===== src/snmf_pkg.sv =====
// Package with shared types and constants for the spherical neighborhood mean filter.
`timescale 1ns / 1ps
`default_nettype none
package snmf_pkg;
   localparam int unsigned StoreWidth = 21;
   localparam int unsigned MeanWidth = 24;
   localparam int unsigned CountWidth = 16;
   localparam int unsigned SampleWidth = 16;
   localparam int unsigned CoordWidth = 5;
   localparam int unsigned RadiusWidth = 5;
   localparam int unsigned SizeWidth = 6;
   localparam int unsigned CsrIndexWidth = 2;
   localparam int unsigned SumWidth = 32;

   localparam logic [CsrIndexWidth-1:0] CSR_RADIUS = 2'd0;
   localparam logic [CsrIndexWidth-1:0] CSR_SIZE_X = 2'd1;
   localparam logic [CsrIndexWidth-1:0] CSR_SIZE_Y = 2'd2;
   localparam logic [CsrIndexWidth-1:0] CSR_SIZE_Z = 2'd3;

   localparam logic ACTION_LOAD = 1'b0;
   localparam logic ACTION_QUERY = 1'b1;

   typedef struct packed {
      logic                   action;
      logic [CoordWidth-1:0]  x;
      logic [CoordWidth-1:0]  y;
      logic [CoordWidth-1:0]  z;
      logic [SampleWidth-1:0] sample;
   } req_payload_type;

   typedef struct packed {
      logic [MeanWidth-1:0]  mean;
      logic [CountWidth-1:0] count;
   } rsp_payload_type;

   typedef struct packed {
      logic start;
      logic busy;
   } div_ctrl_type;
endpackage
`default_nettype wire


===== src/snmf_divider.sv =====
// Restoring divider for the mean, one quotient bit per cycle.
`timescale 1ns / 1ps
`default_nettype none
module snmf_divider
   import snmf_pkg::*;
#(
   parameter int unsigned DIVIDEND_WIDTH = 40
) (
   input  wire logic                      clock,
   input  wire logic                      reset,
   input  wire logic                      start,
   input  wire logic [DIVIDEND_WIDTH-1:0] dividend,
   input  wire logic [CountWidth-1:0]     divisor,
   output logic                           done,
   output logic [DIVIDEND_WIDTH-1:0]      quotient
);
   localparam int unsigned StepWidth = $clog2(DIVIDEND_WIDTH + 1);

   logic [DIVIDEND_WIDTH-1:0] quot_ff, quot_in;
   logic [CountWidth:0]       rem_ff, rem_in;
   logic [CountWidth-1:0]     div_ff, div_in;
   logic [StepWidth-1:0]      step_ff, step_in;
   logic                      busy_ff, busy_in;
   logic                      done_ff, done_in;
   logic [CountWidth+1:0]     shifted;

   always_comb begin
      shifted = {rem_ff, quot_ff[DIVIDEND_WIDTH-1]};
      quot_in = quot_ff;
      rem_in = rem_ff;
      div_in = div_ff;
      step_in = step_ff;
      busy_in = busy_ff;
      done_in = 1'b0;
      if (start) begin
         quot_in = dividend;
         rem_in = '0;
         div_in = divisor;
         step_in = StepWidth'(DIVIDEND_WIDTH);
         busy_in = 1'b1;
      end else if (busy_ff) begin
         if (shifted >= (CountWidth+2)'(div_ff)) begin
            rem_in = (CountWidth+1)'(shifted - (CountWidth+2)'(div_ff));
            quot_in = {quot_ff[DIVIDEND_WIDTH-2:0], 1'b1};
         end else begin
            rem_in = (CountWidth+1)'(shifted);
            quot_in = {quot_ff[DIVIDEND_WIDTH-2:0], 1'b0};
         end
         step_in = step_ff - StepWidth'(1);
         if (step_ff == StepWidth'(1)) begin
            busy_in = 1'b0;
            done_in = 1'b1;
         end
      end
   end

   always_ff @(posedge clock) begin
      if (reset) begin
         busy_ff <= 1'b0;
         done_ff <= 1'b0;
      end else begin
         busy_ff <= busy_in;
         done_ff <= done_in;
      end
      quot_ff <= quot_in;
      rem_ff <= rem_in;
      div_ff <= div_in;
      step_ff <= step_in;
   end

   assign done = done_ff;
   assign quotient = quot_ff;
endmodule
`default_nettype wire


===== config.mk =====
export PLATFORM = sky130hd
export DESIGN_NAME = snmf_divider
export DESIGN_NICKNAME = d
export VERILOG_FILES = /design/src/snmf_pkg.sv /design/src/snmf_divider.sv
export SDC_FILE = /design/constraint.sdc
export NUM_CORES = 1
export LEC_CHECK = 0
export ABC_AREA = 1
export BUFFER_PORTS_ARGS = -buffer_cell sky130_fd_sc_hd__buf_4
export CAP_MARGIN = 20
export CORE_ASPECT_RATIO = 0.6
export CORE_MARGIN = 4
export CORE_UTILIZATION = 45
export CTS_CLUSTER_SIZE = 16
export DETAILED_ROUTE_END_ITERATION = 7
export PLACE_DENSITY = 0.72
export SYNTH_ARGS = -nofsm -noshare
export SYNTH_HDL_FRONTEND = slang
export SYNTH_SLANG_ARGS = --single-unit

===== constraint.sdc =====
create_clock -name clock -period 4.7 [get_ports clock]
set_input_delay 0.94 -clock clock [delete_from_list [all_inputs] [get_ports clock]]
set_output_delay 0.94 -clock clock [all_outputs]
set_load 0.005 [all_outputs]

After elaboration in Yosys (flattened, before gate mapping)

Index checks and enable logic that the tools add are counted.

$add $sub $neg: 2
Multipliers: 0
Divide/modulo/power cells: 0
Order comparisons: 1
Equality and inequality tests: 1
Shift-type cells: 0
Mux-type cells: 8
Bitwise operators: 1
Reduce and logical (&&, ||, !) cells: 2

Operators by type and width:

| cell                  | number |
|---|---|
| $mux W40              | 2 |
| $ge A18 B16 Y1        | 1 |
| $mux W17              | 1 |
| $sub A17 B16 Y17      | 1 |
| $eq A6 B1 Y1 const B  | 1 |
| $sub A6 B1 Y6 const B | 1 |
| $mux W1               | 5 |
| $reduce_or A3 Y1      | 1 |
| $reduce_bool A2 Y1    | 1 |
| $not A1 Y1            | 1 |

Register bits: 81
Latch bits: 0
Bits in writable memories: 0
ROM bits: 0
Input port bits: 59
Output and inout bits: 41
Memories: 0

Depth between registers and ports, before layout

Depth after elaboration: 4
Gate-level depth with buffers: 14
Depth with buffers taken out: 14

Worst setup path before layout

Ideal clock, no wire load.

Path type: input to register
Start point: input port start
End point: register quot_ff[0] (netlist: quotient[0]) (enable)
Arrival time: 2.213 ns
Required time: 4.305 ns
Setup slack: 2.092 ns
Stages on the path: 3
Path buffers: 1
Path through: clkbuf_1 nor2_1 inv_1

Longest elaborated chain between the ends: 1

RTL lines:

| what                                | RTL line           | text |
|---|---|---|
| start, declared                     | snmf_divider.sv:11 | `input wire logic start,` |
| $reduce_bool A2 Y1 (no source line) | -                  |  |
| end signal, assigned                | snmf_divider.sv:65 | `quot_ff <= quot_in;` |
| end, declared                       | snmf_divider.sv:19 | `logic [DIVIDEND_WIDTH-1:0] quot_ff, quot_in;` |

Every way passes these cells.
A chain may end at the register's enable or synchronous reset.

Worst setup path after layout

Start point: register div_ff[13]
End point: register quot_ff[0] (netlist: quotient[0]) (data pin)

Longest elaborated chain between the ends: 4

RTL lines:

| what                   | RTL line           | text |
|---|---|---|
| start, declared        | snmf_divider.sv:21 | `logic [CountWidth-1:0] div_ff, div_in;` |
| start signal, assigned | snmf_divider.sv:67 | `div_ff <= div_in;` |
| $ge A18 B16 Y1         | snmf_divider.sv:42 | `if (shifted >= (CountWidth+2)'(div_ff)) begin` |
| $mux W1                | snmf_divider.sv:42 |  |
| $mux W40               | snmf_divider.sv:41 | `end else if (busy_ff) begin` |
| $mux W40               | snmf_divider.sv:35 | `if (start) begin` |
| net quot_in[0]         | snmf_divider.sv:19 |  |

The timed path passes the listed nets, and every way through them passes these cells. The select of a mux whose other input is x is not followed.

==> out/qor.json <==
{
  "numPortBuffers": 99,
  "p_comb_share_pct": 14.3,
  "num-fill-cells": 838,
  "first_global_vias": 3751,
  "async_flop_share_pct": 0,
  "postRouteWirelength_mm": 11.3,
  "yosys.area.top_type": "sky130_fd_sc_hd__edfxtp_1",
  "clkLatencyLatePin_ns": 0.34,
  "detailed_place_hpwl_mm": 8.18,
  "std_cell_rows": 27,
  "outcome": "finished clean",
  "die-height_um": 85.5,
  "leakagePower_nw": 2.96,
  "synth.yosys.warnings": 0,
  "maxSlewHeadroom_pct": 54.9,
  "pwr-share-seq_pct": 48.4,
  "fin_nets": 754,
  "cts_sink_cnt": 81,
  "timing.final.crit_share_pct": 52.5,
  "route.detailed.drc": 0,
  "die_x_um": 137,
  "p_sw_share_pct": 26.1,
  "rsz0062_at_grt": "false",
  "clock_power_share_pct": 37.3,
  "power_density_mw_per_mm2": 314,
  "cp-start-kind": "flip-flop",
  "vdd_ir_drop_max_uv": 188,
  "drive_gt1_share_pct": 19.8,
  "yosysMostFrequentCell": "sky130_fd_sc_hd__nand2_1",
  "cp.arrival_ns": 2.57,
  "clockBufferDepth": 2,
  "ant_cells": 0,
  "tritoncts.num_buffers": 9,
  "cts-htree-levels": 3,
  "criticalPathCategory": "reg -> reg",
  "fin_util_pct": 59.7,
  "post_synth_inst_count": 577,
  "synth_area_leaders": "sky130_fd_sc_hd__edfxtp_1 37%, sky130_fd_sc_hd__nand2_1 21%, sky130_fd_sc_hd__dfxtp_1 11%, sky130_fd_sc_hd__inv_1 7.1%, sky130_fd_sc_hd__ha_1 5.0%",
  "coreArea_mm2": 0.00946,
  "synth-edff-count": 56,
  "via_per_inst": 4.88,
  "synth-seq-cells": 81,
  "finalWeightedCongestion": 0.979,
  "drv.max_cap_violation_count": 0,
  "grt.total_usage_pct": 20.2,
  "synthTopCellsByCount": "258 x sky130_fd_sc_hd__nand2_1, 85 x sky130_fd_sc_hd__inv_1, 56 x sky130_fd_sc_hd__edfxtp_1",
  "cts_repair_resize_count": 0,
  "maximum_number_of_pins_on_one_net_before_global_route_repair": 64,
  "worstPathRequired_ns": 4.80,
  "design.die.area_mm2": 0.0117,
  "total_internal_power_mw": 1.31,
  "worstHoldPathType": "reg -> reg",
  "top_level_ports": 100,
  "netlist_area_mm2": 0.00451,
  "grt_first_pass_wirelength_mm": 18.5,
  "r2r_setup_slack_ns": 2.23,
  "min_period_ns": 2.47,
  "syn_avg_cell_area_um2": 7.81,
  "globalRouteOverflowTotal": 0,
  "report.final.slew_viol_count": 0,
  "clock-skew-final_ns": 0.0100,
  "cts_tree": "done",
  "cts_post_setup_buffers_inserted": 0,
  "yosysUniqueCellTypes": 33,
  "final_setup_violating_endpoints": 0,
  "avgRoutedWirePerCell_um": 13.9,
  "timing.critical_path.fanout_max": 18,
  "critical_path_capture_point_type": "flip-flop",
  "worstMarginPinSlew_ns": 0.677,
  "postCtsHoldBufs": 0,
  "achievable-frequency_ghz": 0.406,
  "yosys.area.top_type_share_pct": 37.3,
  "detail_route.iter0.violations": 326,
  "synth_ff_type": "sky130_fd_sc_hd__edfxtp_1",
  "report.final.hold_viol_count": 0,
  "firstDrtPassIters": 4,
  "net_switching_power_mw": 0.462,
  "clk_pin_slew_ns": 0.07,
  "drt.antenna.violating_nets": 0,
  "syn2layout_area_growth_pct": 25.2,
  "synth_sequential_area_ratio_pct": 48.4,
  "synth_nets": 655,
  "setup_tns_ns": 0,
  "root_buffer": "sky130_fd_sc_hd__clkbuf_16",
  "detailroute.via_count": 3960,
  "start_util_pct": 47.7,
  "antenna_found_initial": 0
}
[state kept, by name, summed over array words and instances, names as in the netlist]
register / flops
done: 1
busy_ff: 1
quotient: 40
div_ff: 16
step_ff: 6
rem_ff: 17
[power by group through the flow]
stage | Combinational, mW | Sequential (mW) | Clock (mW)
2_1_floorplan | 0.122 | 0.869 | 0
3_3_place_gp | 0.249 | 0.871 | 0
3_5_place_dp | 0.256 | 0.871 | 0
6_report | 0.254 | 0.857 | 0.661
5_1_grt | 0.285 | 0.863 | 0.699
4_1_cts | 0.256 | 0.858 | 0.671
[cell usage in the layout, fill, tap and decap left out]
cell / n
sky130_fd_sc_hd__and2_1: 1
sky130_fd_sc_hd__inv_8: 1
sky130_fd_sc_hd__nor2_2: 2
sky130_fd_sc_hd__nor3b_1: 1
sky130_fd_sc_hd__inv_1: 85
sky130_fd_sc_hd__and2_4: 1
sky130_fd_sc_hd__nor2_1: 13
sky130_fd_sc_hd__o21ai_0: 3
sky130_fd_sc_hd__nand3_4: 1
sky130_fd_sc_hd__nand4_1: 19
sky130_fd_sc_hd__nand3_2: 1
sky130_fd_sc_hd__clkinvlp_4: 1
sky130_fd_sc_hd__nand2_4: 1
sky130_fd_sc_hd__nand3b_1: 2
sky130_fd_sc_hd__xnor2_1: 7
sky130_fd_sc_hd__nand2_2: 9
sky130_fd_sc_hd__clkinv_4: 1
sky130_fd_sc_hd__nor2_4: 1
sky130_fd_sc_hd__nand4_4: 1
sky130_fd_sc_hd__ha_1: 18
sky130_fd_sc_hd__clkinv_1: 3
sky130_fd_sc_hd__edfxtp_1: 56
sky130_fd_sc_hd__clkbuf_16: 9
sky130_fd_sc_hd__fa_1: 1
sky130_fd_sc_hd__inv_6: 2
sky130_fd_sc_hd__buf_4: 103
sky130_fd_sc_hd__a21oi_4: 1
sky130_fd_sc_hd__dfxtp_1: 25
sky130_fd_sc_hd__o22ai_1: 1
sky130_fd_sc_hd__a21oi_1: 14
sky130_fd_sc_hd__nor3_1: 6
sky130_fd_sc_hd__a211oi_1: 1
sky130_fd_sc_hd__and3_1: 1
sky130_fd_sc_hd__nand3_1: 31
sky130_fd_sc_hd__nand2_1: 258
[area by class of cell]
cell class | instances | area (um2) | share of cell area [%]
Sequential cell | 81 | 2180 | 38.7
Multi-Input combinational cell | 395 | 1930 | 34.1
Timing Repair Buffer | 103 | 773 | 13.7
Inverter | 86 | 323 | 5.72
Clock inverter | 7 | 52.6 | 0.931
Clock buffer | 9 | 225 | 3.99
Tap cell | 130 | 163 | 2.88
[worst max-delay path, stage by stage (launching register included)]
cell                       delay (ns)
sky130_fd_sc_hd__edfxtp_1        0.32
sky130_fd_sc_hd__inv_1           0.04
sky130_fd_sc_hd__ha_1            0.34
sky130_fd_sc_hd__a21oi_1         0.25
sky130_fd_sc_hd__nand2_1         0.15
sky130_fd_sc_hd__a21oi_4         0.53
sky130_fd_sc_hd__nand3_4         0.39
sky130_fd_sc_hd__nand2_1         0.14
sky130_fd_sc_hd__nand2_1         0.05
[stage by stage]
step                      instance area (um2)  total power [mW]  setup slack (ns)  hold WS (ns)  cells
after floorplan                          4510             0.991              2.09         0.443    577
after global placement                   5370              1.12              2.10         0.452    795
after detailed placement                 5370              1.13              2.04         0.461    795
after CTS                                5650              1.78              2.28         0.471    811
after global routing                     5650              1.85              2.08         0.494    811
final                                    5650              1.77              2.23         0.477    811
[routing by layer]
metal | vias to the layer above | share of wire [%] | global-route usage, %
met5 | - | 0 | 0
met2 | 144 | 41 | 28.8
met4 | 0 | 0.91 | 4.08
li1 | 2016 | - | -
met1 | 1792 | 49 | 29.4
met3 | 8 | 9.6 | 7.33
[final timing paths]
kind | end | startpoint | cells past startpoint
worst max-delay path | quotient[0] | div_ff[13] | 8
worst min-delay path | rem_ff[2] | rem_ff[2] | 2
worst max register to register | quotient[0] | div_ff[13] | 8
worst min register to register | rem_ff[2] | rem_ff[2] | 2
[logic make-up after synthesis]
logic type / count (synthesis) / share of synthesized area (%)
AOI/OAI and AO/OA: 20 / 2.55
xor gates and xnor gates: 7 / 1.36
adders and majority gates: 19 / 5.44
buffers and inverters: 101 / 8.85
DFF: 81 / 48.4
and+or+nand+nor: 349 / 33.4
No activity file was read; power rests on OpenSTA's default activity.
