### config.mk
export PLATFORM = sky130hd
export DESIGN_NAME = snmf_isqrt
export DESIGN_NICKNAME = d
export VERILOG_FILES = /design/src/snmf_pkg.sv /design/src/snmf_isqrt.sv
export SDC_FILE = /design/constraint.sdc
export NUM_CORES = 1
export LEC_CHECK = 0
export BUFFER_PORTS_ARGS = -buffer_cell sky130_fd_sc_hd__buf_2
export CELL_PAD_IN_SITES_DETAIL_PLACEMENT = 1
export CELL_PAD_IN_SITES_GLOBAL_PLACEMENT = 1
export CORE_ASPECT_RATIO = 1.25
export CORE_MARGIN = 2
export CORE_UTILIZATION = 36
export CTS_BUF_LIST = sky130_fd_sc_hd__clkbuf_8
export CTS_CLUSTER_SIZE = 10
export DETAILED_ROUTE_END_ITERATION = 10
export HOLD_SLACK_MARGIN = 0.05
export PLACE_DENSITY_LB_ADDON = 0.2
export SYNTH_ARGS = -nofsm -noshare
export SYNTH_HDL_FRONTEND = slang
export SYNTH_SLANG_ARGS = --single-unit
export TNS_END_PERCENT = 1
### constraint.sdc
create_clock -name clock -period 7.15 [get_ports clock]
set_clock_uncertainty 0.05 [all_clocks]
set_input_delay 1.43 -clock clock [delete_from_list [all_inputs] [get_ports clock]]
set_output_delay 1.43 -clock clock [all_outputs]
set_load 0.01 [all_outputs]
### src/snmf_pkg.sv
// Package with shared types and constants for the spherical neighborhood mean filter.
`timescale 1ns / 1ps
`default_nettype none
package snmf_pkg;
   localparam int unsigned StoreWidth = 21;
   localparam int unsigned MeanWidth = 24;
   localparam int unsigned CountWidth = 16;
   localparam int unsigned SampleWidth = 16;
   localparam int unsigned CoordWidth = 5;
   localparam int unsigned RadiusWidth = 5;
   localparam int unsigned SizeWidth = 6;
   localparam int unsigned CsrIndexWidth = 2;
   localparam int unsigned SumWidth = 32;

   localparam logic [CsrIndexWidth-1:0] CSR_RADIUS = 2'd0;
   localparam logic [CsrIndexWidth-1:0] CSR_SIZE_X = 2'd1;
   localparam logic [CsrIndexWidth-1:0] CSR_SIZE_Y = 2'd2;
   localparam logic [CsrIndexWidth-1:0] CSR_SIZE_Z = 2'd3;

   localparam logic ACTION_LOAD = 1'b0;
   localparam logic ACTION_QUERY = 1'b1;

   typedef struct packed {
      logic                   action;
      logic [CoordWidth-1:0]  x;
      logic [CoordWidth-1:0]  y;
      logic [CoordWidth-1:0]  z;
      logic [SampleWidth-1:0] sample;
   } req_payload_type;

   typedef struct packed {
      logic [MeanWidth-1:0]  mean;
      logic [CountWidth-1:0] count;
   } rsp_payload_type;

   typedef struct packed {
      logic start;
      logic busy;
   } div_ctrl_type;
endpackage
`default_nettype wire

### src/snmf_isqrt.sv
// Iterative floor square root, one result bit per cycle.
`timescale 1ns / 1ps
`default_nettype none
module snmf_isqrt
   import snmf_pkg::*;
(
   input  wire logic        clock,
   input  wire logic        reset,
   input  wire logic        start,
   input  wire logic [10:0] value,
   output logic             done,
   output logic [5:0]       root
);
   logic [5:0]  root_ff, root_in;
   logic [2:0]  bit_ff, bit_in;
   logic        busy_ff, busy_in;
   logic        done_ff, done_in;
   logic [10:0] value_ff, value_in;
   logic [5:0]  trial;
   logic [11:0] square;

   always_comb begin
      trial = root_ff | (6'd1 << bit_ff);
      square = 12'(trial) * 12'(trial);
      root_in = root_ff;
      bit_in = bit_ff;
      busy_in = busy_ff;
      done_in = 1'b0;
      value_in = value_ff;
      if (start) begin
         root_in = '0;
         bit_in = 3'd5;
         busy_in = 1'b1;
         value_in = value;
      end else if (busy_ff) begin
         if (square <= 12'(value_ff)) begin
            root_in = trial;
         end
         if (bit_ff == 3'd0) begin
            busy_in = 1'b0;
            done_in = 1'b1;
         end else begin
            bit_in = bit_ff - 3'd1;
         end
      end
   end

   always_ff @(posedge clock) begin
      if (reset) begin
         busy_ff <= 1'b0;
         done_ff <= 1'b0;
      end else begin
         busy_ff <= busy_in;
         done_ff <= done_in;
      end
      root_ff <= root_in;
      bit_ff <= bit_in;
      value_ff <= value_in;
   end

   assign done = done_ff;
   assign root = root_ff;
endmodule
`default_nettype wire

# After elaboration in Yosys (flattened, before gate mapping)
# Cells that the tools add are included.
[totals]
register_bits = 22
input_bits = 14
output_inout_bits = 7
wordCells = 20
[classes]
add_sub_neg = 1
n_mul = 1
magnitude_cmp = 1
n_shift = 1
n_mux = 4
bitwise = 3
reduce_logical = 4
[ops]
columns = ["op", "count"]
rows = [
  ["$le A12 B11 Y1", 1],
  ["$mul A6 B6 Y12", 1],
  ["$or A6 B6 Y6", 1],
  ["$shl A1 B3 Y6 const A", 1],
  ["$mux W1", 4],
  ["$reduce_and A2 Y1", 2],
  ["$logic_not A3 Y1", 1],
  ["$reduce_or A3 Y1", 1],
  ["$sub A3 B1 Y3 const B", 1],
  ["$not A1 Y1", 2],
]

# Longest topological paths before layout
# Gate-level depths: netlist of the first run.
[logic_depth]
ltp_word = 5
mapped_depth = 20
mapped_depth_nobuf = 20

# Least setup slack after synthesis of the first run
# OpenSTA, ideal clock, no wires.
[synth_timing]
path_kind = "flip-flop to flip-flop"
from = "register bit_ff[0]"
to = "register root_ff[0] (netlist: root[0])"
setup_time_ps = 80
t_arrival_ps = 5200
t_required_ps = 7020
slack_ps = 1820
stages_incl_launch_ff = 21
n_path_buf = 0
synth_period_minus_slack_ps = 5330
cell_sequence = "dfxtp_1 > inv_1 > ha_1 > a21oi_1 > nor2_1 > fa_1 > inv_1 > fa_1 > inv_1 > fa_1 > ha_1 > a31oi_1 > o21ai_0 > a2111oi_0 > nand4b_1 > ha_1 > nand3_1 > nand4b_1 > a211oi_4 > o22ai_4 > a211oi_2"
[synth_via]
elab_chain_len = 5
[synth_lines]
columns = ["element", "line", "rtl"]
rows = [
  ["start: declaration", "snmf_isqrt.sv:15", "logic [2:0] bit_ff, bit_in;"],
  ["start signal: assignment", "snmf_isqrt.sv:57", "bit_ff <= bit_in;"],
  ["$shl A1 B3 Y6 (*)", "snmf_isqrt.sv:23", "trial = root_ff | (6'd1 << bit_ff);"],
  ["$or A6 B6 Y6 (*)", "snmf_isqrt.sv:23", ""],
  ["$mul A6 B6 Y12", "snmf_isqrt.sv:24", "square = 12'(trial) * 12'(trial);"],
  ["$le A12 B11 Y1", "snmf_isqrt.sv:36", "if (square <= 12'(value_ff)) begin"],
  ["$reduce_and A2 Y1 (no source line)", "n/a", ""],
  ["end signal: assignment", "snmf_isqrt.sv:56", "root_ff <= root_in;"],
  ["end: declaration", "snmf_isqrt.sv:14", "logic [5:0] root_ff, root_in;"],
]
# Mark *: on every way between the ends. The rest lies on a longest branch, timed or not.
# A chain may end at the register's enable or synchronous reset.

# Final worst setup path of the first run
[layout_timing]
from = "register bit_ff[0]"
to = "register root_ff[2] (netlist: root[2])"
# The elaborated chain is that of the path after synthesis.

==> results.ini, run 1 <==
[synth]
syn_nets=233
ys_ff_latch=22
synth_top_area_cell=ha_1
synth_area_mm2=0.001841
synth.area.top_cells=ha_1, edfxtp_1, dfxtp_1
synth-edff-count=11
async_flop_share_pct=0
ys_warn_count=0
synth.distinct_cells=37
yosys_most_used_dff=edfxtp_1
synth_top_area_share_pct=19.03
syn_area_per_cell_um2=10.06
synth_cells=183
ys_seq_area_share_pct=29.91

[routing]
drc_errors=0
ant_nets=0
wire_per_inst_um=14.76
viasPerCell=5.170
routed_wl_mm=3.984
drt-pass1-iter-count=4
drt_iter0_drc=43
vias=1396

[worst_setup_path]
cp-end-kind=flop
crit_path_max_fanout=8
critical_path_class=flop to flop
required_ps=7290
setup.worst_path.start_class=flop
ff2ff_path_depth=20
crit_arrival_ps=6080

[timing]
setup_viol=0
period_share_pct=83.00
rsz0062_at_grt=false
tightest_slew_ps=591.2
hold_viol_final=0
period_minus_slack_ps=5935
slew_violations=0
setup_tns_ps=0
timing.fmax_mhz=168.5
slew_headroom_pct=60.59

[cts]
cts_resized=0
cts_root_buffer=clkbuf_8
clkTransAtPathRegs_ps=80
htree_levels=1
hold_buffers=0
cts_made_buffers=3
cts_tree=yes
clk_path_buf_depth=2
post_cts.repair.setup_buffers=0
clock_sinks=22
clkLatencyLatePin_ps=270

[finish]
fin_nets=259
area_growth_syn_to_layout_pct=14.14
n_antenna_cell=0
drive_gt1_share_pct=21.63
fill_cells=592
stdcell_area_mm2=0.002101
multi_input_area_mm2=0.001166
regArea_um2=550.5

[power_and_ir_drop]
p_leak_nw=0.9886
power.density_mw_per_mm2=164.4
p_total_mw=0.3454
ir_drop_mv=0.1270

[placed_design]
port_buffers=20
dpl-instance-area_mm2=0.002029
detailed_place_hpwl_mm=3.352
gp_congestion=0.7395

[global_route]
overflow=0
grt_usage_pct=15.91
grt_max_degree=23
grt_pass1_vias=1546
grt_antenna_before_repair=0
grt_first_pass_wirelength_mm=6.920

[hold_path]
whs_path_depth=2
hold_path.class=flop to flop

[job]
maxCapViolCount=0

[floorplanning]
die_area_mm2=0.005704
num_rows=29
start_util_pct=36.76
top_level_ports=21
die_h_um=83.94
fp.coreArea_mm2=0.005007
fp.dieW_um=67.96

[status]
outcome=finished, final reports clean

-- through the flow --
stage	hold slack, ps	worst slack, ps	util [%]	instances
2_1_floorplan	451.1	1820	-	183
3_3_place_gp	421.5	1469	40.53	266
3_5_place_dp	437.6	1221	40.53	266
4_1_cts	452.5	1149	41.95	270
5_1_grt	477.2	745.0	41.95	270
6_report	445.1	1215	41.95	270
-- kinds of logic (layout without fill, tap and decap cells) --
group           count (synthesis)  count (layout)  share of synthesized area [%]
simple gates                   46              46                          14.14
compound gates                 38              38                          17.67
fa+ha+maj                      36              36                          27.74
buf+inv                        33              58                          6.730
flops                          22              22                          29.91
xor+xnor                        8               8                          3.807
-- where the power goes --
group	switching, mW	total (mW)	leakage, nW	internal (mW)
clock network	0.0404	0.115	0.0357	0.0749
logic	0.0501	0.0839	0.756	0.0338
registers	0.00510	0.146	0.197	0.141
total	0.0956	0.345	0.989	0.250
-- registers in the layout (all words and copies together) (netlist names) --
name,count
busy_ff,1
bit_ff,3
root,6
done,1
value_ff,11
-- synth_stat cells (2+ instances only) --
| cell type | number |
|---|---|
| nand4b_1 | 2 |
| ha_1 | 28 |
| inv_1 | 32 |
| nand4_1 | 4 |
| a21o_1 | 2 |
| nand3_1 | 2 |
| o21ai_0 | 3 |
| or2_2 | 2 |
| xor2_1 | 2 |
| nor2b_1 | 4 |
| a21oi_1 | 12 |
| a211oi_2 | 7 |
| nand2_1 | 7 |
| nor3_1 | 2 |
| nand2b_1 | 2 |
| fa_1 | 8 |
| nor2_1 | 16 |
| a21oi_2 | 3 |
| dfxtp_1 | 11 |
| xnor2_1 | 6 |
| a31oi_1 | 2 |
| edfxtp_1 | 11 |
-- path summary, 6_finish.rpt --
| path | slack (ps) | start | endpoint |
|---|---|---|---|
| max | 1220 | bit_ff[0] | root[2] |
| min | 450 | root[2] | root[2] |
| max reg2reg | 1220 | bit_ff[0] | root[2] |
| min reg2reg | 450 | root[2] | root[2] |
-- worst max-delay path: stages, from the launching register on --
cell and delay [ps]:
dfxtp_1 390, inv_1 120, ha_1 270, a21oi_1 520, nor2_1 160, fa_1 550, inv_1 70, fa_1 530
inv_1 60, fa_1 480, ha_1 370, a31oi_1 270, o21ai_0 220, a2111oi_0 430, nand4b_1 170, ha_1 260
nand3_1 100, nand4b_1 150, a211oi_4 280, o22ai_4 160, a211oi_2 240
-- metal layers --
layer	up-vias	share of wire, %	GRT usage, %
li1	680	-	-
met3	12	2.0	2.024
met1	680	37	16.68
met2	24	58	30.10
met5	-	0	0
met4	0	2.3	6.545
-- cell type report --
| type | count | area share (%) |
|---|---|---|
| multi-input combinational | 128 | 55.51 |
| sequential | 22 | 26.21 |
| inverter | 32 | 5.718 |
| timing repair buffer | 22 | 5.479 |
| tap | 62 | 3.693 |
| clock buffer | 3 | 1.965 |
| clock inverter | 1 | 1.429 |
-- placed cells by master, fill, tap and decap left out, drive strengths merged, types with 3 or more instances in the layout --
master,instances
inv,32
nor2b,4
buf,22
xnor2,6
a211oi,8
clkbuf,3
nor3,3
o21ai,4
nand4,4
ha,28
a21o,3
fa,8
dfxtp,11
edfxtp,11
nor2,16
nand2,7
a21oi,15
No activity file was read; power rests on OpenSTA's default activity.
==> run 2: changes to the inputs <==
- clock period: 7.15 -> 5.1 ns (I/O delays scaled with it)
==> results.ini, run 2 (synthesized netlist as in run 1, its figures left out) <==
[cts]
clkLatencyLatePin_ps=260  ; about the same
cts_root_buffer=clkbuf_8
cts_tree=yes
htree_levels=1  ; unchanged
clock_sinks=22  ; unchanged
clk_path_buf_depth=2  ; unchanged
clkTransAtPathRegs_ps=80  ; about the same
cts_made_buffers=3  ; unchanged
hold_buffers=0  ; unchanged

[finish]
final_common_cell=inv_1
fill_cells=571  ; -3.5%
fin_nets=273  ; +5.4%
area_growth_syn_to_layout_pct=29.23
n_antenna_cell=0  ; unchanged
layout_common_cells=inv_1, ha_1, buf_2
largest_register=value_ff
drive_gt1_share_pct=36.04  ; +14 points
largest_reg_flops=11  ; unchanged

[status]
outcome=finished, final reports clean

[routing]
ant_nets=0  ; unchanged
vias=1423  ; +1.9%
viasPerCell=5.011  ; -3.1%
drt-pass1-iter-count=4  ; unchanged
routed_wl_mm=4.337  ; +8.9%
wire_per_inst_um=15.27  ; +3.5%
drt_iter0_drc=17  ; -60%
drc_errors=0  ; unchanged

[floorplanning]
die_area_mm2=0.005704  ; unchanged
top_level_ports=21  ; unchanged
start_util_pct=36.76  ; unchanged
die_h_um=83.94  ; unchanged
fp.coreArea_mm2=0.005007  ; unchanged
num_rows=29  ; unchanged
fp.dieW_um=67.96  ; unchanged

[timing]
hold_viol_final=0  ; unchanged
setup_viol=0  ; unchanged
slew_violations=0  ; unchanged
slew_headroom_pct=67.77  ; +7.2 points
timing.fmax_mhz=200.8  ; +19%
period_minus_slack_ps=4980  ; -954.4 ps
rsz0062_at_grt=true
period_share_pct=97.65  ; +15 points
tightest_slew_ps=483.4  ; -107.8 ps
setup_tns_ps=0  ; unchanged

[power_and_ir_drop]
ir_drop_mv=0.2005  ; +58%
p_leak_nw=1.073  ; +8.5%
p_total_mw=0.5099  ; +48%
power.density_mw_per_mm2=214.4  ; +30%

[worst_setup_path]
required_ps=5230  ; -2060 ps
cp-end-kind=flop
crit_arrival_ps=5110  ; -970 ps
critical_path_class=flop to flop
crit_path_max_fanout=6  ; -2
setup.worst_path.start_class=flop
reg2reg_setup_slack_ps=120  ; -1100 ps

[hold_path]
hold_path.class=flop to flop

[global_route]
grt_pass1_vias=1636  ; +5.8%
grt_max_degree=23  ; unchanged
grt_first_pass_wirelength_mm=7.320  ; +5.8%
grt_usage_pct=16.40  ; +0.48 points
overflow=0  ; unchanged
grt_antenna_before_repair=0  ; unchanged

[job]
maxCapViolCount=0  ; unchanged

[placed_design]
port_buffers=20  ; unchanged
detailed_place_hpwl_mm=3.578  ; +6.7%
gp_congestion=0.8145  ; +10%

-- run 2: changes by cell type in the layout (fill, tap and decap cells not counted), sizes merged --
cell,before,now
buf,22,36
-- run 2: worst max-delay path: stages, from the launching register on --
cell	delay, ps
dfxtp_4	370
buf_6	120
ha_4	160
a21oi_4	140
nor2_2	70
fa_1	560
inv_2	60
fa_1	530
inv_1	50
fa_1	530
ha_4	220
buf_6	120
a211oi_4	250
o21bai_1	130
a21oi_2	190
xnor2_2	100
ha_1	340
nand3_2	100
nand4b_1	150
a211oi_4	280
o22ai_4	160
a211oi_2	230
-- run 2: worst paths after layout --
check / start / to / depth (start not counted)
min reg2reg: root[5] / root[5] / 2
min: root[5] / root[5] / 2
max reg2reg: bit_ff[1] / root[2] / 21
max: bit_ff[1] / root[2] / 21
-- run 2: through the flow --
stage,utilization (%),cells,setup WS [ps],hold WS [ps],cell area [um^2]
2_1_floorplan,-,183,13.97,456.7,1869
3_3_place_gp,42.60,276,66.95,448.6,2133
3_5_place_dp,42.60,276,-150.3,452.5,2133
4_1_cts,44.45,280,3.292,465.8,2226
5_1_grt,47.50,284,-71.96,500.2,2379
6_report,47.50,284,119.7,462.3,2379
-- run 2: power breakdown --
| group | switching (mW) | total [mW] | internal, mW |
|---|---|---|---|
| combinational | 0.0807 | 0.145 | 0.0644 |
| sequential | 0.00883 | 0.207 | 0.198 |
| clock | 0.0534 | 0.158 | 0.105 |
-- run 2: final cells by class --
cell class,count,area (um^2),area share (%)
inverters,32,122.6,5.155
flip-flops and latches,22,558.0,23.46
multi-input cells,128,1321,55.55
clock buffers,3,41.29,1.736
well taps,62,77.57,3.261
repair buffers,36,227.7,9.574
clock inverters,1,30.03,1.262
-- run 2: layer usage --
metal / share of wire, % / GRT usage (%)
met2: 56 / 30.80
met4: 0.78 / 4.000
met3: 0.85 / 2.024
met5: 0 / 0
met1: 43 / 18.70
-- run 2: repair_timing --
item,in CTS,in global routing
setup endpoints to repair,6,6
cloned,0,0
gates resized for setup,5,27
pin swaps,6,24
buffers inserted,0,4
==> run 3: changes to the inputs <==
- clock period: 5.1 -> 4.1 ns (I/O delays scaled with it)
==> results.ini, run 3 (synthesized netlist as in run 1, its figures left out) <==
[status]
outcome=finished, violations left
violations=setup timing

[floorplanning]
top_level_ports=21  ; unchanged
start_util_pct=36.76  ; unchanged
die_area_mm2=0.005704  ; unchanged
fp.dieW_um=67.96  ; unchanged
die_h_um=83.94  ; unchanged
num_rows=29  ; unchanged
fp.coreArea_mm2=0.005007  ; unchanged

[global_route]
grt_usage_pct=17.60  ; +1.2 points
grt_first_pass_wirelength_mm=7.672  ; +4.8%
grt_max_degree=23  ; unchanged
grt_pass1_vias=1690  ; +3.3%
grt_antenna_before_repair=0  ; unchanged
overflow=0  ; unchanged

[worst_setup_path]
cpMaxStageDelayCell=fa_1
cp-end-kind=flop
worst-path-buf-inv=3  ; -1
crit_top_cell=fa_1
critPathTopFamily=adder cells
crit_path_max_fanout=6  ; unchanged
setup.worst_path.start_class=flop
cp_slowest_stage_delay_ps=550  ; about the same
crit_arrival_ps=4830  ; -280 ps
required_ps=4230  ; -1000 ps
critical_path_class=flop to flop
crit_chain=inv_4 > ha_4 > a21oi_4 > nor2_2 > fa_1 > inv_2 > fa_1 > inv_1 > fa_1 > ha_4 > a31oi_4 > o21ai_2 > a2111oi_2 > nand4b_1 > ha_1 > nand2_1 > nand4b_1 > a211oi_4 > o22ai_4 > a211oi_2

[timing]
rsz0062_at_grt=true
hold_viol_final=0  ; unchanged
setup_ws_ps=-593.1  ; -712.7 ps
tightest_slew_ps=478.1  ; -5.240 ps
slew_violations=0  ; unchanged
slew_headroom_pct=68.12  ; +0.35 points
period_share_pct=114.5  ; +17 points
setup_viol=6  ; +6
timing.fmax_mhz=213.1  ; +6.1%
period_minus_slack_ps=4693  ; -287.3 ps

[routing]
ant_nets=0  ; unchanged
viasPerCell=4.997  ; -0.28%
drt-pass1-iter-count=4  ; unchanged
drt_iter0_drc=14  ; -3
drc_errors=0  ; unchanged
routed_wl_mm=4.357  ; +0.46%
wire_per_inst_um=14.72  ; -3.6%
vias=1479  ; +3.9%

[hold_path]
hold_path.class=flop to flop

[finish]
largest_register=value_ff
layout_common_cells=inv_1, buf_4, ha_1
utilization_pct=49.60  ; +2.1 points
n_antenna_cell=0  ; unchanged
drive_gt1_share_pct=41.45  ; +5.4 points
fin_nets=285  ; +4.4%
area_growth_syn_to_layout_pct=34.94
final_common_cell=inv_1
largest_reg_flops=11  ; unchanged
fill_cells=566  ; -0.88%

[power_and_ir_drop]
power.density_mw_per_mm2=243.5  ; +14%
p_leak_nw=1.127  ; +5.1%
ir_drop_mv=0.2874  ; +43%

[cts]
htree_levels=1  ; unchanged
clock_sinks=22  ; unchanged
cts_made_buffers=3  ; unchanged
clkLatencyLatePin_ps=260  ; about the same
clk_path_buf_depth=2  ; unchanged
clkTransAtPathRegs_ps=80  ; about the same
cts_tree=yes
cts_root_buffer=clkbuf_8
post_cts.repair.setup_buffers=0  ; unchanged

[placed_design]
gp_congestion=0.7352  ; -9.7%
place_ws_ps=-664.3  ; -513.9 ps
detailed_place_hpwl_mm=3.874  ; +8.3%
port_buffers=20  ; unchanged

[job]
maxCapViolCount=0  ; unchanged

## run 3: cell types whose count changed in the layout (fill, tap and decap cells not counted), sizes merged
cell / change
buf: +12
bufinv: -1
clkbuf: +1
## run 3: final timing paths
| check | from | end | slack [ps] | depth (start not counted) |
|---|---|---|---|---|
| max | bit_ff[0] | root[1] | -590 | 20 |
| min | busy_ff | done | 520 | 1 |
| min reg2reg | busy_ff | done | 520 | 1 |
| max reg2reg | bit_ff[0] | root[1] | -590 | 20 |
## run 3: final cells by class
| cell class | instances | area (um^2) | share of cell area, % |
|---|---|---|---|
| Timing Repair Buffer | 48 | 322.8 | 13.00 |
| Inverter | 32 | 125.1 | 5.038 |
| Multi-Input combinational cell | 128 | 1341 | 54.01 |
| Clock buffer | 4 | 55.05 | 2.217 |
| Tap cell | 62 | 77.57 | 3.123 |
| Sequential cell | 22 | 561.8 | 22.62 |
## run 3: worst register-to-register path, delay by kind of cell (launching register included)
family	cells	cell delay [ps]
compound gates	7	1250
fa+ha+maj	6	2270
buf+inv	3	160
flops	1	400
simple gates	4	480
## run 3: through the flow
| step | setup TNS, ps | total power, mW | instance area [um^2] | hold slack (ps) | instances |
|---|---|---|---|---|---|
| finish | -3416 | 0.6047 | 2484 | 521.0 | 296 |
| global route | -5046 | 0.6443 | 2484 | 563.4 | 296 |
| CTS | -3961 | 0.6117 | 2464 | 530.1 | 296 |
| detailed placement | -3781 | 0.4555 | 2406 | 516.3 | 292 |
| global placement | -3236 | 0.4433 | 2406 | 495.9 | 292 |
| floorplan | -2648 | 0.3857 | 2009 | 456.9 | 183 |
## run 3: report_power, final
group	leakage, nW	internal (mW)	switching, mW
clock	0.0288	0.0856	0.0673
sequential	0.198	0.246	0.0116
combinational	0.901	0.0900	0.104
## run 3: routing by layer
metal | GRT usage [%] | up-vias | routed length (um) | part of all wire (%)
met5 | 0 | - | 0 | 0
met4 | 5.455 | 0 | 62 | 1.4
met3 | 1.619 | 4 | 74 | 1.7
met2 | 32.74 | 17 | 2498 | 57
met1 | 20.20 | 723 | 1722 | 40
li1 | - | 735 | - | -
## run 3: timing repair
| action | in CTS | in global routing |
|---|---|---|
| pin swaps | 0 | 1 |
| gates resized for setup | 1 | 6 |
| setup endpoints to repair | 6 | 6 |
| hold buffers | 0 | 0 |
